`src/sv/lurf_pkg.sv`:
```
// Package with the shared types and constants of the longest unique run finder.
`default_nettype none
package lurf_pkg;
   // Longest string handled; characters beyond it are dropped and flagged.
   localparam int MAX_LEN = 65536;
   // Width of a stored character offset and of the position counter.
   localparam int LP_W = $clog2(MAX_LEN);
   localparam int POS_W = $clog2(MAX_LEN + 1);

   // Character alphabet.
   localparam int CHAR_W = 8;
   localparam int CHARS = 1 << CHAR_W;

   // Result field widths.
   localparam int START_W = 16;
   localparam int LEN_W = 17;
   localparam int RSP_DATA_W = ((START_W + LEN_W + 7) / 8) * 8;

   // Queue between front and back.
   localparam int QDEPTH = 4;
   localparam int QPTR_W = $clog2(QDEPTH);
   localparam int QCNT_W = $clog2(QDEPTH + 1);

   // One queued item.
   typedef struct packed {
      logic [CHAR_W-1:0] char_byte;
      logic              has_char;
      logic              last;
   } lurf_item_type;

   // Handshake from the queue to the back end.
   typedef struct packed {
      logic          valid;
      lurf_item_type item;
   } lurf_queue_type;
endpackage
`default_nettype wire

```
`src/sv/lurf_front.sv`:
```
// Front end: accepts items, drops items that have no effect, and queues the rest.
`default_nettype none
module lurf_front (
   input  wire logic                        clock,
   input  wire logic                        reset,
   input  wire logic                        req_tvalid,
   output logic                             req_tready,
   input  wire logic [lurf_pkg::CHAR_W-1:0] in_char,
   input  wire logic                        in_has_char,
   input  wire logic                        in_last,
   output lurf_pkg::lurf_queue_type         queue_head,
   input  wire logic                        queue_pop
);
   import lurf_pkg::*;

   lurf_item_type     slot_ff [QDEPTH];
   logic [QPTR_W-1:0] wr_ptr_ff, wr_ptr_in;
   logic [QPTR_W-1:0] rd_ptr_ff, rd_ptr_in;
   logic [QCNT_W-1:0] count_ff, count_in;
   logic              accept;
   logic              keep;
   logic              push;

   // An item without a character that does not end a string changes nothing.
   assign req_tready = (count_ff != QCNT_W'(QDEPTH));
   assign accept     = req_tvalid && req_tready;
   assign keep       = in_has_char || in_last;
   assign push       = accept && keep;

   assign queue_head = '{valid: (count_ff != '0), item: slot_ff[rd_ptr_ff]};

   // Pointer and fill count update.
   always_comb begin
      wr_ptr_in = push ? wr_ptr_ff + QPTR_W'(1) : wr_ptr_ff;
      rd_ptr_in = queue_pop ? rd_ptr_ff + QPTR_W'(1) : rd_ptr_ff;
      count_in  = count_ff;
      if (push && !queue_pop) begin
         count_in = count_ff + QCNT_W'(1);
      end else if (!push && queue_pop) begin
         count_in = count_ff - QCNT_W'(1);
      end
   end

   always_ff @(posedge clock) begin
      if (reset) begin
         wr_ptr_ff <= '0;
         rd_ptr_ff <= '0;
         count_ff  <= '0;
      end else begin
         wr_ptr_ff <= wr_ptr_in;
         rd_ptr_ff <= rd_ptr_in;
         count_ff  <= count_in;
      end
   end

   // Queue storage needs no reset.
   always_ff @(posedge clock) begin
      if (push) begin
         slot_ff[wr_ptr_ff] <= '{char_byte: in_char, has_char: in_has_char, last: in_last};
      end
   end
endmodule
`default_nettype wire

```
`config.mk`:
```
export PLATFORM = sky130hd
export DESIGN_NAME = lurf_front
export DESIGN_NICKNAME = d
export VERILOG_FILES = /design/src/sv/lurf_pkg.sv /design/src/sv/lurf_front.sv
export SDC_FILE = /design/constraint.sdc
export NUM_CORES = 1
export LEC_CHECK = 0
export BUFFER_PORTS_ARGS = -buffer_cell sky130_fd_sc_hd__buf_4
export CORE_MARGIN = 2
export CORE_UTILIZATION = 40
export DETAILED_ROUTE_END_ITERATION = 8
export PLACE_DENSITY_LB_ADDON = 0.3
export SETUP_SLACK_MARGIN = 0.2
export SYNTH_ARGS = -nofsm -noshare
export SYNTH_HDL_FRONTEND = slang
export SYNTH_SLANG_ARGS = --single-unit
```
`constraint.sdc`:
```
create_clock -name clock -period 2.32 [get_ports clock]
set_input_delay 0.116 -clock clock [delete_from_list [all_inputs] [get_ports clock]]
set_output_delay 0.116 -clock clock [all_outputs]
set_load 0.01 [all_outputs]
```
; Word-level counts from Yosys, hierarchy flattened
; Memory sizes are Yosys's and may differ from the RTL's. A register that Yosys moved wholly into a read port is not among the register bits.
; Index checks and enable logic that the tools add are counted.
[totals]
out_inout_bits = 12
mem_count = 1
word_cells = 24
ram_bits = 40
reg_bits = 7
latch_bits = 0
rom_bits = 0
[memory_table]
columns = name, words, word_bits, read_ports, rd_clocked_by_memory_dff, write_ports, line
row1 = slot_ff, 4, 10, 1, 1, 1, lurf_front.sv:16  ; lurf_item_type slot_ff [QDEPTH];
[classes]
n_eq_ne = 1
mux = 6
addsub = 4
shifts = 0
div = 0
mul = 0
bitwise = 0
magnitude_cmp = 0
n_reduce_logical = 9
[op_table]
columns = cell, count
row1 = 3-bit 2-to-1 mux, 2
row2 = 2-bit by 1-bit adder with 2-bit output (second input constant), 2
row3 = 1-bit logical AND, 4
row4 = 2-bit 2-to-1 mux, 2
row5 = 3-bit by 1-bit adder with 3-bit output (second input constant), 1
row6 = 3-bit != test (second input constant), 1
row7 = 3-bit nonzero test, 1
row8 = 3-bit by 1-bit subtractor with 3-bit output (second input constant), 1
row9 = 1-bit zero test, 2
row10 = 1-bit 2-to-1 mux, 2
row11 = 2-bit nonzero test, 1
row12 = 1-bit logical OR, 1

; Logic depth before layout (Yosys ltp)
[depth]
depth_word = 7
depth_mapped = 8
depth_no_buf = 8

; Worst setup path after synthesis
; Ideal clock, no wire load.
[synth_path]
path_type = register -> register
startpoint = register count_ff[0]
endpoint = register count_ff[2]
path_slack_ns = 0.396
stages_incl_launch_ff = 9
arrival_time_ns = 1.853
n_path_buf = 0
setup_time_ns = 0.070
t_required_ns = 2.250
path_cell_list = dfxtp_1 nor2_2 a21oi_4 ha_1 inv_1 fa_1 xor2_1 or3_1 a21oi_1
[synth_via]
elab_chain_len = 6
word_cells_on_any_way = 11
[synth_rtl]
columns = element, line
row1 = start: declaration, lurf_front.sv:19  ; logic [QCNT_W-1:0] count_ff, count_in;
row2 = start signal: assignment, lurf_front.sv:52  ; count_ff <= count_in;
row3 = 3-bit != test (*), lurf_front.sv:25  ; assign req_tready = (count_ff != QCNT_W'(QDEPTH));
row4 = 1-bit logical AND (*), lurf_front.sv:26  ; assign accept = req_tvalid && req_tready;
row5 = 1-bit logical AND (*), lurf_front.sv:28  ; assign push = accept && keep;
row6 = named net push, lurf_front.sv:22  ; logic push;
row7 = 1-bit zero test, lurf_front.sv:39  ; end else if (!push && queue_pop) begin
row8 = 1-bit logical AND, lurf_front.sv:39
row9 = 2-bit nonzero test (no source line), -
; The timed path passes the listed nets; every way through them passes the cells marked *. The select of a mux whose other input is x is not followed.
; A chain may end at the register's enable or synchronous reset.

; Worst setup path after layout
; Same ends and word-level chain as after synthesis.

==> run metrics <==
CTS tree=built; TritonCTS buffer count=5; Worst path slowest cell=dfxtp_2; core area=4660 um^2; status=finished clean; final hold vios=0; later-pin clock latency in the skew report=0.29 ns; overall routing resource usage=0.128; Max Slew Vio Count=0; Total Routed Length=3.16 mm; Startpoint Class=flip-flop; kind of critical path=flip-flop to flip-flop; pwr dens=875 nW/um^2; initial antenna violation count=0; Post-Syn Area per Cell=19.0 um^2; per-cell routed wire length=16.9 um; #FFs+latches synth=49; Hold WS=0.0216 ns; Worst Path Arrival=2.09 ns; routed via count=938; Die Ht=73.2 um; Worst Hold Class=input pin to flip-flop; Cell Area, Synth=1920 um^2; number of nets with antenna violations after routing=0; final worst-path cycle share=0.806; CP Capture Type=flip-flop; vias per cell=5.02; leakage power=0.813 nW; I/O pins=26; Iteration-0 DRC Markers=42; normalized max-slew margin=0.622; First-pass DRT Iterations=4; Yosys warnings=0; DRC=0; Syn Nets=121; diode count=0; Yosys top cell area share=0.627; Rows=25; Fillers=403; CTS root buf=clkbuf_8; Seq/Total Area, Yosys=0.721; vias in the first global route=1,018; worst-path fanout max=4; Slew @ Worst Pin=0.568 ns; Post-synth EDFFs=40; Main synth FF type=edfxtp_1; worst-case clock skew=0.0103 ns; max cap viols=0; worst slack, placed=0.213 ns; Placer Congestion=0.719; fmax=535 MHz; r2r setup slk=0.45 ns; CP Data Required Time=2.54 ns; min cycle time layout=1.87 ns; DPL Wire Length=2.20 mm; # H-tree levels=2; ranking of synthesized cells by area=edfxtp_1 (63%), mux4_2 (12%), dfxtp_1 (9.4%); Final Worst Setup Slack=0.450 ns; synth cell count leaders=edfxtp_1 (40), mux4_2 (10), dfxtp_1 (9); Final Net Count=152; most common cell in the netlist=edfxtp_1; GRT Residual Overflow=0; Longest Clk Path Bufs=2; CTS Hold Bufs=0; share of cells above drive strength 1=0.368; I/O Buffers=25; Async SR Flop Fraction=0; Cell variety after synth=23; Die X=73.2 um; die area=5360 um^2; largest net degree at the start of global routing=16; Mapped Cells=101; unrepaired setup endpoints after global routing=no; Starting Density=0.411; worst ir drop on vdd=0.572 mV; setup_tns=0 ns; biggest area consumer among synthesized cells=edfxtp_1; CTS sink cnt=49; Worst path max stage delay=0.38 ns; Final Setup Violations=0; area grow syn2layout=18.9%; Worst-path clk slew=0.09 ns; critical path cell sequence=nor2_2 -> a21oi_4 -> ha_1 -> inv_1 -> fa_1 -> xor2_1 -> or3_1 -> a21oi_1; first-pass GRT wire length=4.92 mm
## flip-flops by register name (all words and copies together), names as in the netlist, named ones only
| name | cells |
|---|---|
| rd_ptr_ff | 2 |
| wr_ptr_ff | 2 |
| count_ff | 3 |
| slot_ff | 40 |
## logic make-up (layout without fill, tap and decap cells)
logic type / after synthesis / count (layout) / synth area share
mux: 13 / 13 / 0.136
simple gates: 18 / 18 / 0.0470
compound gates: 4 / 4 / 0.0163
buf+inv: 7 / 39 / 0.0183
fa+ha+maj: 6 / 6 / 0.0431
flops: 49 / 49 / 0.721
xor+xnor: 4 / 4 / 0.0183
## layout by cell type, fill, tap and decap left out, drive strengths merged
master    synthesis  layout
edfxtp           40      40
ha                5       5
or3               2       2
bufinv            0       1
buf               1      27
mux4             10      10
xnor2             1       1
clkbuf            2       5
fa                1       1
a21oi             2       2
and2              4       4
nor2              8       8
dfxtp             9       9
mux2i             2       2
mux2              1       1
xor2              3       3
inv               4       4
clkinv            0       1
nand2b            2       2
nand2             2       2
clkinvlp          0       1
o21ai             2       2
## area by class of cell
cell class / instances / area, um^2 / share of cell area
flip-flops and latches: 49 / 1380 / 0.607
multi-input cells: 45 / 499 / 0.219
clock inverters: 3 / 41.3 / 0.0181
well taps: 54 / 67.6 / 0.0297
clock buffers: 5 / 68.8 / 0.0302
inverters: 4 / 15.0 / 0.00659
repair buffers: 27 / 203 / 0.0890
## metal layers
metal	up-vias	GRT usage	part of all wire
met3	0	0.0442	0.058
li1	439	-	-
met2	26	0.222	0.52
met5	-	0	0
met4	0	0.0309	0
met1	473	0.152	0.42
## critical path, delay by kind of cell, from the launching register on
| family | cells | cell delay, ns |
|---|---|---|
| AOI/OAI and AO/OA | 2 | 0.26 |
| DFF | 1 | 0.38 |
| adders and majority gates | 2 | 0.56 |
| and+or+nand+nor | 2 | 0.38 |
| xor gates and xnor gates | 1 | 0.17 |
| buffers and inverters | 1 | 0.06 |
## path summary, 6_finish.rpt
| check | cells past startpoint | endpoint | startpoint |
|---|---|---|---|
| setup / recovery | 8 | count_ff[2]$_SDFFE_PP0P_ | count_ff[0]$_SDFFE_PP0P_ |
| hold / removal | 1 | slot_ff[3][3]$_DFFE_PP_ | in_char[1] |
| setup reg to reg | 8 | count_ff[2]$_SDFFE_PP0P_ | count_ff[0]$_SDFFE_PP0P_ |
| hold reg to reg | 2 | wr_ptr_ff[1]$_SDFFE_PP0P_ | wr_ptr_ff[1]$_SDFFE_PP0P_ |
## report_power, final
part           internal, mW  leakage (nW)  switching, mW
sequential             1.03         0.440         0.0459
clock                 0.317        0.0518          0.265
combinational         0.177         0.322          0.163
## stage by stage
stage          std cells  utilization  power (mW)  cell area, um^2
6_report             187        0.489        1.99             2280
2_1_floorplan        101            -        1.29             1920
4_1_cts              186        0.487        2.01             2270
5_1_grt              187        0.489        2.08             2280
3_3_place_gp         178        0.463        1.41             2160
3_5_place_dp         178        0.463        1.43             2160
## what timing repair did
action	CTS	global route
endpoints found under the setup margin	0	1
setup buffers	0	1
gates resized for setup	0	2
No activity file was read; power rests on OpenSTA's default activity.
