===== src/sv/lurf_pkg.sv =====
// Package with the shared types and constants of the longest unique run finder.
`default_nettype none
package lurf_pkg;
   // Longest string handled; characters beyond it are dropped and flagged.
   localparam int MAX_LEN = 65536;
   // Width of a stored character offset and of the position counter.
   localparam int LP_W = $clog2(MAX_LEN);
   localparam int POS_W = $clog2(MAX_LEN + 1);

   // Character alphabet.
   localparam int CHAR_W = 8;
   localparam int CHARS = 1 << CHAR_W;

   // Result field widths.
   localparam int START_W = 16;
   localparam int LEN_W = 17;
   localparam int RSP_DATA_W = ((START_W + LEN_W + 7) / 8) * 8;

   // Queue between front and back.
   localparam int QDEPTH = 4;
   localparam int QPTR_W = $clog2(QDEPTH);
   localparam int QCNT_W = $clog2(QDEPTH + 1);

   // One queued item.
   typedef struct packed {
      logic [CHAR_W-1:0] char_byte;
      logic              has_char;
      logic              last;
   } lurf_item_type;

   // Handshake from the queue to the back end.
   typedef struct packed {
      logic          valid;
      lurf_item_type item;
   } lurf_queue_type;
endpackage
`default_nettype wire


===== src/sv/lurf_back.sv =====
// Back end: position table, window tracking and the result register.
`default_nettype none
module lurf_back (
   input  wire logic                         clock,
   input  wire logic                         reset,
   input  wire lurf_pkg::lurf_queue_type     queue_head,
   output logic                              queue_pop,
   output logic                              rsp_valid,
   input  wire logic                         rsp_ready,
   output logic [lurf_pkg::START_W-1:0]      rsp_start,
   output logic [lurf_pkg::LEN_W-1:0]        rsp_length,
   output logic                              rsp_overflow
);
   import lurf_pkg::*;

   // Last offset of each character; contents undefined until written.
   logic [LP_W-1:0]  last_pos_mem [CHARS];
   logic [CHARS-1:0] seen_ff, seen_in;

   // Execute stage holding register.
   logic             ex_valid_ff, ex_valid_in;
   lurf_item_type    ex_item_ff;
   logic [LP_W-1:0]  rd_data_ff;
   logic             fwd_ff, fwd_in;
   logic [LP_W-1:0]  fwd_pos_ff;

   // Per-string state.
   logic [POS_W-1:0] pos_ff, pos_in;
   logic [LP_W-1:0]  ws_ff, ws_in;
   logic [LP_W-1:0]  best_start_ff, best_start_in;
   logic [POS_W-1:0] best_len_ff, best_len_in;
   logic             ovf_ff, ovf_in;

   // Result register.
   logic               rsp_valid_ff, rsp_valid_in;
   logic [START_W-1:0] rsp_start_ff;
   logic [LEN_W-1:0]   rsp_length_ff;
   logic               rsp_overflow_ff;

   logic             ex_go;
   logic [LP_W-1:0]  prev_pos;
   logic             in_range;
   logic             do_char;
   logic             repeat_hit;
   logic [POS_W-1:0] cand_repeat;
   logic             better_repeat;
   logic [LP_W-1:0]  start_mid;
   logic [POS_W-1:0] len_mid;
   logic [LP_W-1:0]  ws_next;
   logic [POS_W-1:0] pos_next;
   logic [POS_W-1:0] cand_final;
   logic             better_final;
   logic [LP_W-1:0]  final_start;
   logic [POS_W-1:0] final_len;

   // A string end waits for the result register to be free.
   assign ex_go     = ex_valid_ff &&
                      (!ex_item_ff.last || !rsp_valid_ff || rsp_ready);
   assign queue_pop = queue_head.valid && (!ex_valid_ff || ex_go);

   // Window and best-run arithmetic for the item in the execute stage.
   always_comb begin
      prev_pos      = fwd_ff ? fwd_pos_ff : rd_data_ff;
      in_range      = (pos_ff < POS_W'(MAX_LEN));
      do_char       = ex_item_ff.has_char && in_range;
      repeat_hit    = do_char && seen_ff[ex_item_ff.char_byte] && (prev_pos >= ws_ff);
      cand_repeat   = pos_ff - POS_W'(ws_ff);
      better_repeat = repeat_hit && (cand_repeat > best_len_ff);
      start_mid     = better_repeat ? ws_ff : best_start_ff;
      len_mid       = better_repeat ? cand_repeat : best_len_ff;
      ws_next       = repeat_hit ? prev_pos + LP_W'(1) : ws_ff;
      pos_next      = do_char ? pos_ff + POS_W'(1) : pos_ff;
      cand_final    = pos_next - POS_W'(ws_next);
      better_final  = cand_final > len_mid;
      final_start   = better_final ? ws_next : start_mid;
      final_len     = better_final ? cand_final : len_mid;
   end

   // Next state of the string registers and seen flags.
   always_comb begin
      pos_in        = pos_ff;
      ws_in         = ws_ff;
      best_start_in = best_start_ff;
      best_len_in   = best_len_ff;
      ovf_in        = ovf_ff;
      seen_in       = seen_ff;
      if (ex_go) begin
         if (ex_item_ff.last) begin
            pos_in        = '0;
            ws_in         = '0;
            best_start_in = '0;
            best_len_in   = '0;
            ovf_in        = 1'b0;
            seen_in       = '0;
         end else begin
            pos_in        = pos_next;
            ws_in         = ws_next;
            best_start_in = start_mid;
            best_len_in   = len_mid;
            ovf_in        = ovf_ff || (ex_item_ff.has_char && !in_range);
            if (do_char) begin
               seen_in[ex_item_ff.char_byte] = 1'b1;
            end
         end
      end
   end

   // Stage control and forwarding of a same-character write.
   always_comb begin
      ex_valid_in = ex_valid_ff;
      if (queue_pop) begin
         ex_valid_in = 1'b1;
      end else if (ex_go) begin
         ex_valid_in = 1'b0;
      end
      fwd_in = ex_go && do_char && (queue_head.item.char_byte == ex_item_ff.char_byte);
      rsp_valid_in = rsp_valid_ff;
      if (ex_go && ex_item_ff.last) begin
         rsp_valid_in = 1'b1;
      end else if (rsp_ready) begin
         rsp_valid_in = 1'b0;
      end
   end

   always_ff @(posedge clock) begin
      if (reset) begin
         ex_valid_ff   <= 1'b0;
         pos_ff        <= '0;
         ws_ff         <= '0;
         best_start_ff <= '0;
         best_len_ff   <= '0;
         ovf_ff        <= 1'b0;
         seen_ff       <= '0;
         rsp_valid_ff  <= 1'b0;
      end else begin
         ex_valid_ff   <= ex_valid_in;
         pos_ff        <= pos_in;
         ws_ff         <= ws_in;
         best_start_ff <= best_start_in;
         best_len_ff   <= best_len_in;
         ovf_ff        <= ovf_in;
         seen_ff       <= seen_in;
         rsp_valid_ff  <= rsp_valid_in;
      end
   end

   // Table write from execute, registered read for the item entering it.
   always_ff @(posedge clock) begin
      if (ex_go && do_char) begin
         last_pos_mem[ex_item_ff.char_byte] <= pos_ff[LP_W-1:0];
      end
      if (queue_pop) begin
         rd_data_ff <= last_pos_mem[queue_head.item.char_byte];
         ex_item_ff <= queue_head.item;
         fwd_ff     <= fwd_in;
         fwd_pos_ff <= pos_ff[LP_W-1:0];
      end
   end

   // Result payload, masked to the field widths.
   always_ff @(posedge clock) begin
      if (ex_go && ex_item_ff.last) begin
         rsp_start_ff    <= START_W'(32'(final_start));
         rsp_length_ff   <= LEN_W'(32'(final_len));
         rsp_overflow_ff <= ovf_ff || (ex_item_ff.has_char && !in_range);
      end
   end

   assign rsp_valid    = rsp_valid_ff;
   assign rsp_start    = rsp_start_ff;
   assign rsp_length   = rsp_length_ff;
   assign rsp_overflow = rsp_overflow_ff;
endmodule
`default_nettype wire


===== config.mk =====
export PLATFORM = sky130hd
export DESIGN_NAME = lurf_back
export DESIGN_NICKNAME = d
export VERILOG_FILES = /design/src/sv/lurf_pkg.sv /design/src/sv/lurf_back.sv
export SDC_FILE = /design/constraint.sdc
export NUM_CORES = 2
export LEC_CHECK = 0
export BUFFER_PORTS_ARGS = -buffer_cell sky130_fd_sc_hd__clkbuf_2
export CAP_MARGIN = 20
export CORE_AREA = 2 2 665 667
export CTS_BUF_LIST = sky130_fd_sc_hd__clkbuf_8 sky130_fd_sc_hd__clkbuf_16
export DETAILED_ROUTE_END_ITERATION = 12
export DIE_AREA = 0 0 667 669
export GPL_TIMING_DRIVEN = 0
export SYNTH_ARGS = -nofsm -noshare
export SYNTH_HDL_FRONTEND = slang
export SYNTH_SLANG_ARGS = --single-unit

===== constraint.sdc =====
create_clock -name clock -period 11.4 [get_ports clock]
set_input_delay 0 -clock clock [delete_from_list [all_inputs] [get_ports clock]]
set_output_delay 0 -clock clock [all_outputs]
set_load 0.02 [all_outputs]

After elaboration in Yosys (flattened, before gate mapping)
Memory sizes are Yosys's and may differ from the RTL's. A register that Yosys moved wholly into a read port is not among the register bits.
Index checks and enable logic that the tools add are counted.
- register bits: 386
- memories: 1
- output and inout port bits: 36
- logic and storage cells: 76
- input bits: 14
- RAM bits: 4096
- bitwise operators: 1
- muxes and demuxes: 24
- add/sub/neg operators: 4
- eq/ne operators: 1
- reduce and logical (&&, ||, !) cells: 23
- magnitude comparators: 6
- memory list (name ; words ; width ; read ports ; clocked after Yosys merged registers in ; write ports ; line ; RTL):
    last_pos_mem ; 256 ; 16 ; 1 ; 1 ; 1 ; lurf_back.sv:17 ; logic [LP_W-1:0] last_pos_mem [CHARS];
- operator list (cell ; number):
    $mux W256 ; 2
    $or A256 B256 Y256 ; 1
    $mux W16 ; 6
    $mux W17 ; 5
    $gt A17 B17 Y1 ; 2
    $sub A17 B16 Y17 ; 2
    $add A17 B1 Y17 const B ; 1
    $lt A17 B17 Y1 const B ; 1
    $add A16 B1 Y16 const B ; 1
    $ge A16 B16 Y1 ; 1
    $logic_and A1 B1 Y1 ; 11
    $lt A8 B9 Y1 const B ; 1
    $mux W1 ; 9
    $bmux W1 S8 ; 1
    $demux W1 S8 ; 1
    $eq A8 B8 Y1 ; 1
    $ge A8 B1 Y1 const B ; 1
    $reduce_bool A2 Y1 ; 3
    $logic_not A1 Y1 ; 4
    $logic_or A1 B1 Y1 ; 4
    $reduce_and A2 Y1 ; 1

Depth between registers and ports, before layout
- depth after elaboration: 8
- gate-level depth with buffers: 39

Least setup slack after synthesis
OpenSTA, ideal clock, no wires.
- path type: flip-flop to flip-flop
- from: register pos_ff[1]
- to: register rsp_length_ff[14] (netlist: rsp_length[14]) (data pin)
- arrival time: 10261 ps
- path slack: 877 ps
- cell stages (with the launch flop): 38
- library setup time: 262 ps
- required time: 11138 ps
- cells stage by stage: dfxtp_1 inv_1 fa_1 nor2b_1 o21ai_0 a21boi_0 o21ai_0 a21boi_0 o21ai_0 a21boi_0 o21ai_0 a21oi_1 a2111oi_0 nor3_1 ha_1 a21o_1 a21o_1 a21oi_1 [2 not listed] inv_1 clkbuf_1 mux2_2 inv_1 ha_1 a21o_1 a21o_1 a21o_1 a21oi_1 nor2b_1 o21ai_0 nand2b_1 a21oi_1 and3b_1 a21oi_1 o31ai_4 buf_6 mux2_1
- longest elaborated chain between the ends: 8
- RTL lines (element ; line ; RTL):
    from (decl) ; lurf_back.sv:28 ; logic [POS_W-1:0] pos_ff, pos_in;
    from (signal assigned) ; lurf_back.sv:137 ; pos_ff <= pos_in;
    $lt A17 B17 Y1 ; lurf_back.sv:64 ; in_range = (pos_ff < POS_W'(MAX_LEN));
    $logic_and A1 B1 Y1 ; lurf_back.sv:65 ; do_char = ex_item_ff.has_char && in_range;
    $logic_and A1 B1 Y1 (2 in a row) ; lurf_back.sv:66 ; repeat_hit = do_char && seen_ff[ex_item_ff.char_byte] && (prev_pos >= ws_ff);
    $mux W16 / $logic_and A1 B1 Y1 (equally long branches) ; lurf_back.sv:71, lurf_back.sv:68 ;
    $sub A17 B16 Y17 / $mux W17 (equally long branches) ; lurf_back.sv:73, lurf_back.sv:70 ;
    $gt A17 B17 Y1 ; lurf_back.sv:74 ; better_final = cand_final > len_mid;
    $mux W17 * ; lurf_back.sv:76 ; final_len = better_final ? cand_final : len_mid;
    via final_len[14] ; lurf_back.sv:54 ; logic [POS_W-1:0] final_len;
    to (signal assigned) ; lurf_back.sv:164 ; rsp_length_ff <= LEN_W'(32'(final_len));
    to (decl) ; lurf_back.sv:37 ; logic [LEN_W-1:0] rsp_length_ff;
Mark *: on every way through the listed nets, which the timed path passes. The rest lies on a longest branch.
A chain may end at the register's enable or synchronous reset.

Worst setup path in the final report
- from: register ex_item_ff[3] in the netlist's numbering
- to: register rsp_start_ff[2] (netlist: rsp_start[2]) (data pin)
- longest elaborated chain between the ends: 8
- RTL lines (element ; line ; RTL):
    from (decl) ; lurf_back.sv:22 ; lurf_item_type ex_item_ff;
    from (signal assigned) ; lurf_back.sv:154 ; ex_item_ff <= queue_head.item;
    $bmux W1 S8 * ; lurf_back.sv:66 ;
    $mux W1 (not written as such) * ; lurf_back.sv:66 ;
    $logic_and A1 B1 Y1 * (2 in a row) ; lurf_back.sv:66 ;
    $mux W16 / $logic_and A1 B1 Y1 (equally long branches) ; lurf_back.sv:71, lurf_back.sv:68 ;
    $sub A17 B16 Y17 / $mux W17 (equally long branches) ; lurf_back.sv:73, lurf_back.sv:70 ;
    $gt A17 B17 Y1 ; lurf_back.sv:74 ;
    $mux W16 * ; lurf_back.sv:75 ; final_start = better_final ? ws_next : start_mid;
    via final_start[2] ; lurf_back.sv:53 ; logic [LP_W-1:0] final_start;
    to (signal assigned) ; lurf_back.sv:163 ; rsp_start_ff <= START_W'(32'(final_start));
    to (decl) ; lurf_back.sv:36 ; logic [START_W-1:0] rsp_start_ff;
Mark *: on every way through the listed nets, which the timed path passes. The rest lies on a longest branch. The select of a mux whose other input is x is not followed.

==> impl_results.md <==
* Post-cts gate resize count at 0
* Total number of vias at 88,940
* # IOs at 50
* Clock power share at 0.435
* WL/cell at 32.40 um
* Worst clock skew at 0.07886 ns
* Min Tclk post-route at 10.22 ns
* Worst slack at placement at 1.379 ns
* Worst setup margin at 1.181 ns
* Worst skew pair latency at 1.00 ns
* Initial DRC Count at 12,110
* Final Cell Area at 204,000 um^2
* Total Routed Length at 491,500 um
* CTS tree: built
* Synth Area per Inst at 21.50 um^2
* Predominant post-synthesis flop cell: edfxtp_1
* Placer Congestion at 0.8918
* #FFs+latches synth at 4,498
* Leakage power at 73.97 nW
* Gr busiest metal: met2
* Vias per std cell at 5.863
* F_max at 97.86 MHz
* # setup viols final at 0
* Starting density of the core at 0.3985
* DRT Pass-1 Iters at 6
* ANT nets after route at 0
* HPWL Detailed at 339,800 um
* Pwr Density at 164.5 nW/um^2
* Fin Hold WS at 0.1227 ns
* Hold Fails Final Rpt at 0
* Post-CTS Setup Repair Bufs at 0
* Worst path max stage delay at 1.05 ns
* Nature of the critical path endpoint: flip-flop
* Syn nets at 8,246
* Cell Area, Synth at 175,200 um^2
* Hold_buf cts at 26
* Synth Warn # at 0
* Max VDD drop at 0.1561 mV
* Maxcap violations at 0
* H-tree depth at 5
* Core Box Area at 439,600 um^2
* Clk buf depth at 4
* Total die area at 446,200 um^2
* Clock Sinks at 4,498
* Slew Viols, Final at 0
* M1 GR Usage at 0.2991
* CP max-delay cell: nor2_1
* Met2 Use GR at 0.3445
* Share of layout cells above drive strength 1 at 0.2964
* Root Buffer: clkbuf_16
* Slew margin rel. at 0.1613
* Synth unique cells at 66
* Internal at 26.52 mW
* Initial antenna violation count at 45
* DRC errors left at 0
* WS Path Type: flip-flop to flip-flop
* Worst setup SP type: flip-flop
* Syn Inst Count at 8,150
* Worst Hold Class: input pin to flip-flop
* DIE WIDTH at 667 um
* Largest net degree at the start of global routing at 89
* Status: finished, final reports clean
* Total net switching power at 7.050 mW
* NumNets Final at 9,087
* Rows at 244
* Seq pwr share at 0.530
* Met3 Use GR at 0.04482
* TritonCTS Buffers at 447
* Worst-Margin Slew at 1.258 ns
* Placed cell area at 188,900 um^2
* Arrival time at the worst endpoint at 10.96 ns
* Number of port buffers at 49
* Final Cycle Share at 0.8964
* Vias in the first global route at 88,320
* P&R area growth vs syn at 16.46%
* Comb power frac at 0.035
* Sequential area share after synthesis at 0.7523
* Reg clk slew, reported paths at 0.06 ns
* Final Util at 0.4641
* Net Sw Frac at 0.2100
* Overall routing resource usage at 0.2172
* Post-synth EDFFs at 4,173
* Global route overflow at 0
* Die Ht at 669 um
* Global-route wire length before repair at 685,200 um
* Cell mode on critical path: a21oi_1
* RSZ-0062 raised after global routing: false
* CP required at 12.14 ns
* CP max FO at 10
* FFs w/ async S/R, synth at 0
==> worst paths after layout <==
check | slack, ns | end | depth (start not counted) | startpoint
setup / recovery | 1.18 | rsp_start[2] | 33 | ex_item_ff[3]
hold / removal | 0.12 | ex_item_ff[8] | 2 | queue_head[8]
setup reg to reg | 1.18 | rsp_start[2] | 33 | ex_item_ff[3]
hold reg to reg | 0.47 | seen_ff[219] | 2 | seen_ff[219]
==> worst max-delay path: cells and delay by family (launching register included) <==
family	cells	cell delay [ns]
AO/OA/AOI/OAI	16	4.23
adder cells (fa/ha/maj)	3	1.04
XOR/XNOR	1	0.22
multiplexers	2	0.81
flip-flops	1	0.37
buffers and inverters	5	1.33
AND/OR/NAND/NOR	6	1.94
==> routing by layer <==
metal | wire [um] | part of all wire | vias to the layer above
met2 | 232500 | 0.47 | 4430
met1 | 192600 | 0.39 | 47900
met3 | 46320 | 0.094 | 806
met5 | 143 | 0.00029 | -
met4 | 19950 | 0.041 | 20
li1 | - | - | 35790
==> cells in the final DEF (no fill, tap or decap), types with 32 or more instances in the layout <==
| master | count |
|---|---|
| mux2i_1 | 73 |
| bufinv_16 | 44 |
| clkbuf_2 | 82 |
| clkinv_1 | 99 |
| ha_1 | 80 |
| nand3_1 | 32 |
| clkinv_2 | 75 |
| clkbuf_1 | 295 |
| buf_8 | 215 |
| a21oi_1 | 338 |
| mux4_2 | 1408 |
| o21ai_0 | 34 |
| nor2_1 | 433 |
| nand2_1 | 83 |
| nor2_2 | 257 |
| a22oi_1 | 67 |
| dfxtp_1 | 309 |
| buf_1 | 109 |
| xnor2_1 | 44 |
| buf_16 | 78 |
| clkbuf_16 | 456 |
| inv_1 | 182 |
| edfxtp_1 | 4173 |
==> state kept, by name, summed over array words and instances (netlist names) <==
| register | cells |
|---|---|
| ws_ff | 16 |
| rsp_start | 16 |
| fwd_pos_ff | 16 |
| rd_data_ff | 16 |
| pos_ff | 17 |
| rsp_valid | 1 |
| rsp_overflow | 1 |
| last_pos_mem | 4096 |
| best_start_ff | 16 |
| fwd_ff | 1 |
| best_len_ff | 17 |
| rsp_length | 17 |
| ex_item_ff | 10 |
| seen_ff | 256 |
| ex_valid_ff | 1 |
| ovf_ff | 1 |
==> power groups by stage <==
stage / clock network, mW / registers [mW] / logic, mW
5_1_grt: 15.4 / 17.8 / 1.25
2_1_floorplan: 0 / 18.2 / 0.714
3_5_place_dp: 0 / 18.1 / 1.17
4_1_cts: 14.8 / 17.8 / 1.18
3_3_place_gp: 0 / 18.2 / 1.10
6_report: 14.6 / 17.8 / 1.18
==> synth_stat cells (6+ instances only) <==
| cell | number | area, um^2 |
|---|---|---|
| buf_6 | 6 | 67.56 |
| buf_1 | 115 | 431.7 |
| a21boi_0 | 6 | 45.04 |
| o21a_1 | 7 | 52.55 |
| a22o_1 | 7 | 61.31 |
| a22oi_1 | 67 | 503.0 |
| nor2b_1 | 19 | 118.9 |
| buf_4 | 7 | 52.55 |
| mux4_2 | 1408 | 31710 |
| nand4_1 | 15 | 93.84 |
| ha_1 | 80 | 1001 |
| nor3_1 | 26 | 130.1 |
| and3_1 | 8 | 50.05 |
| a21o_1 | 23 | 172.7 |
| edfxtp_1 | 4173 | 125300 |
| a211o_1 | 6 | 52.55 |
| mux2_2 | 22 | 247.7 |
| a211oi_1 | 6 | 45.04 |
| dfxtp_1 | 325 | 6506 |
| nor2_1 | 690 | 2590 |
| nand3_1 | 32 | 160.2 |
| xnor2_1 | 44 | 385.4 |
| clkbuf_1 | 328 | 1231 |
| or3_1 | 6 | 37.54 |
| a31oi_1 | 12 | 75.07 |
| a21oi_1 | 338 | 1692 |
| xor2_1 | 17 | 148.9 |
| and2_1 | 7 | 43.79 |
| inv_1 | 76 | 285.3 |
| buf_2 | 8 | 40.04 |
| o21ai_0 | 34 | 170.2 |
| mux2i_1 | 73 | 730.7 |
| nand2_1 | 91 | 341.6 |
| nand2b_1 | 11 | 68.82 |
==> final cells by class <==
type | instances | area (um^2)
fill | 35880 | 235600
sequential | 4498 | 131900
multi-input combinational | 3112 | 41960
clock buffer | 466 | 11550
tap | 5781 | 7233
timing repair buffer | 392 | 6254
clock inverter | 366 | 2975
buffer | 464 | 1872
inverter | 76 | 285.3
antenna | 15 | 37.54
==> kinds of logic after synthesis <==
family                     synth area share
buffers and inverters               0.01203
DFF                                  0.7523
xor gates and xnor gates           0.003049
and+or+nand+nor                     0.02158
muxes                                0.1869
AOI/OAI and AO/OA                   0.01800
adders and majority gates          0.006056
==> stage by stage <==
step | power [mW] | std cells | TNS, ns
global route | 34.44 | 15160 | 0
CTS | 33.77 | 15130 | 0
global placement | 19.26 | 13980 | -257.70
finish | 33.57 | 15170 | 0
floorplan | 18.87 | 8150 | 0
detailed placement | 19.31 | 14270 | 0
Power figures use the tool's default switching activity.
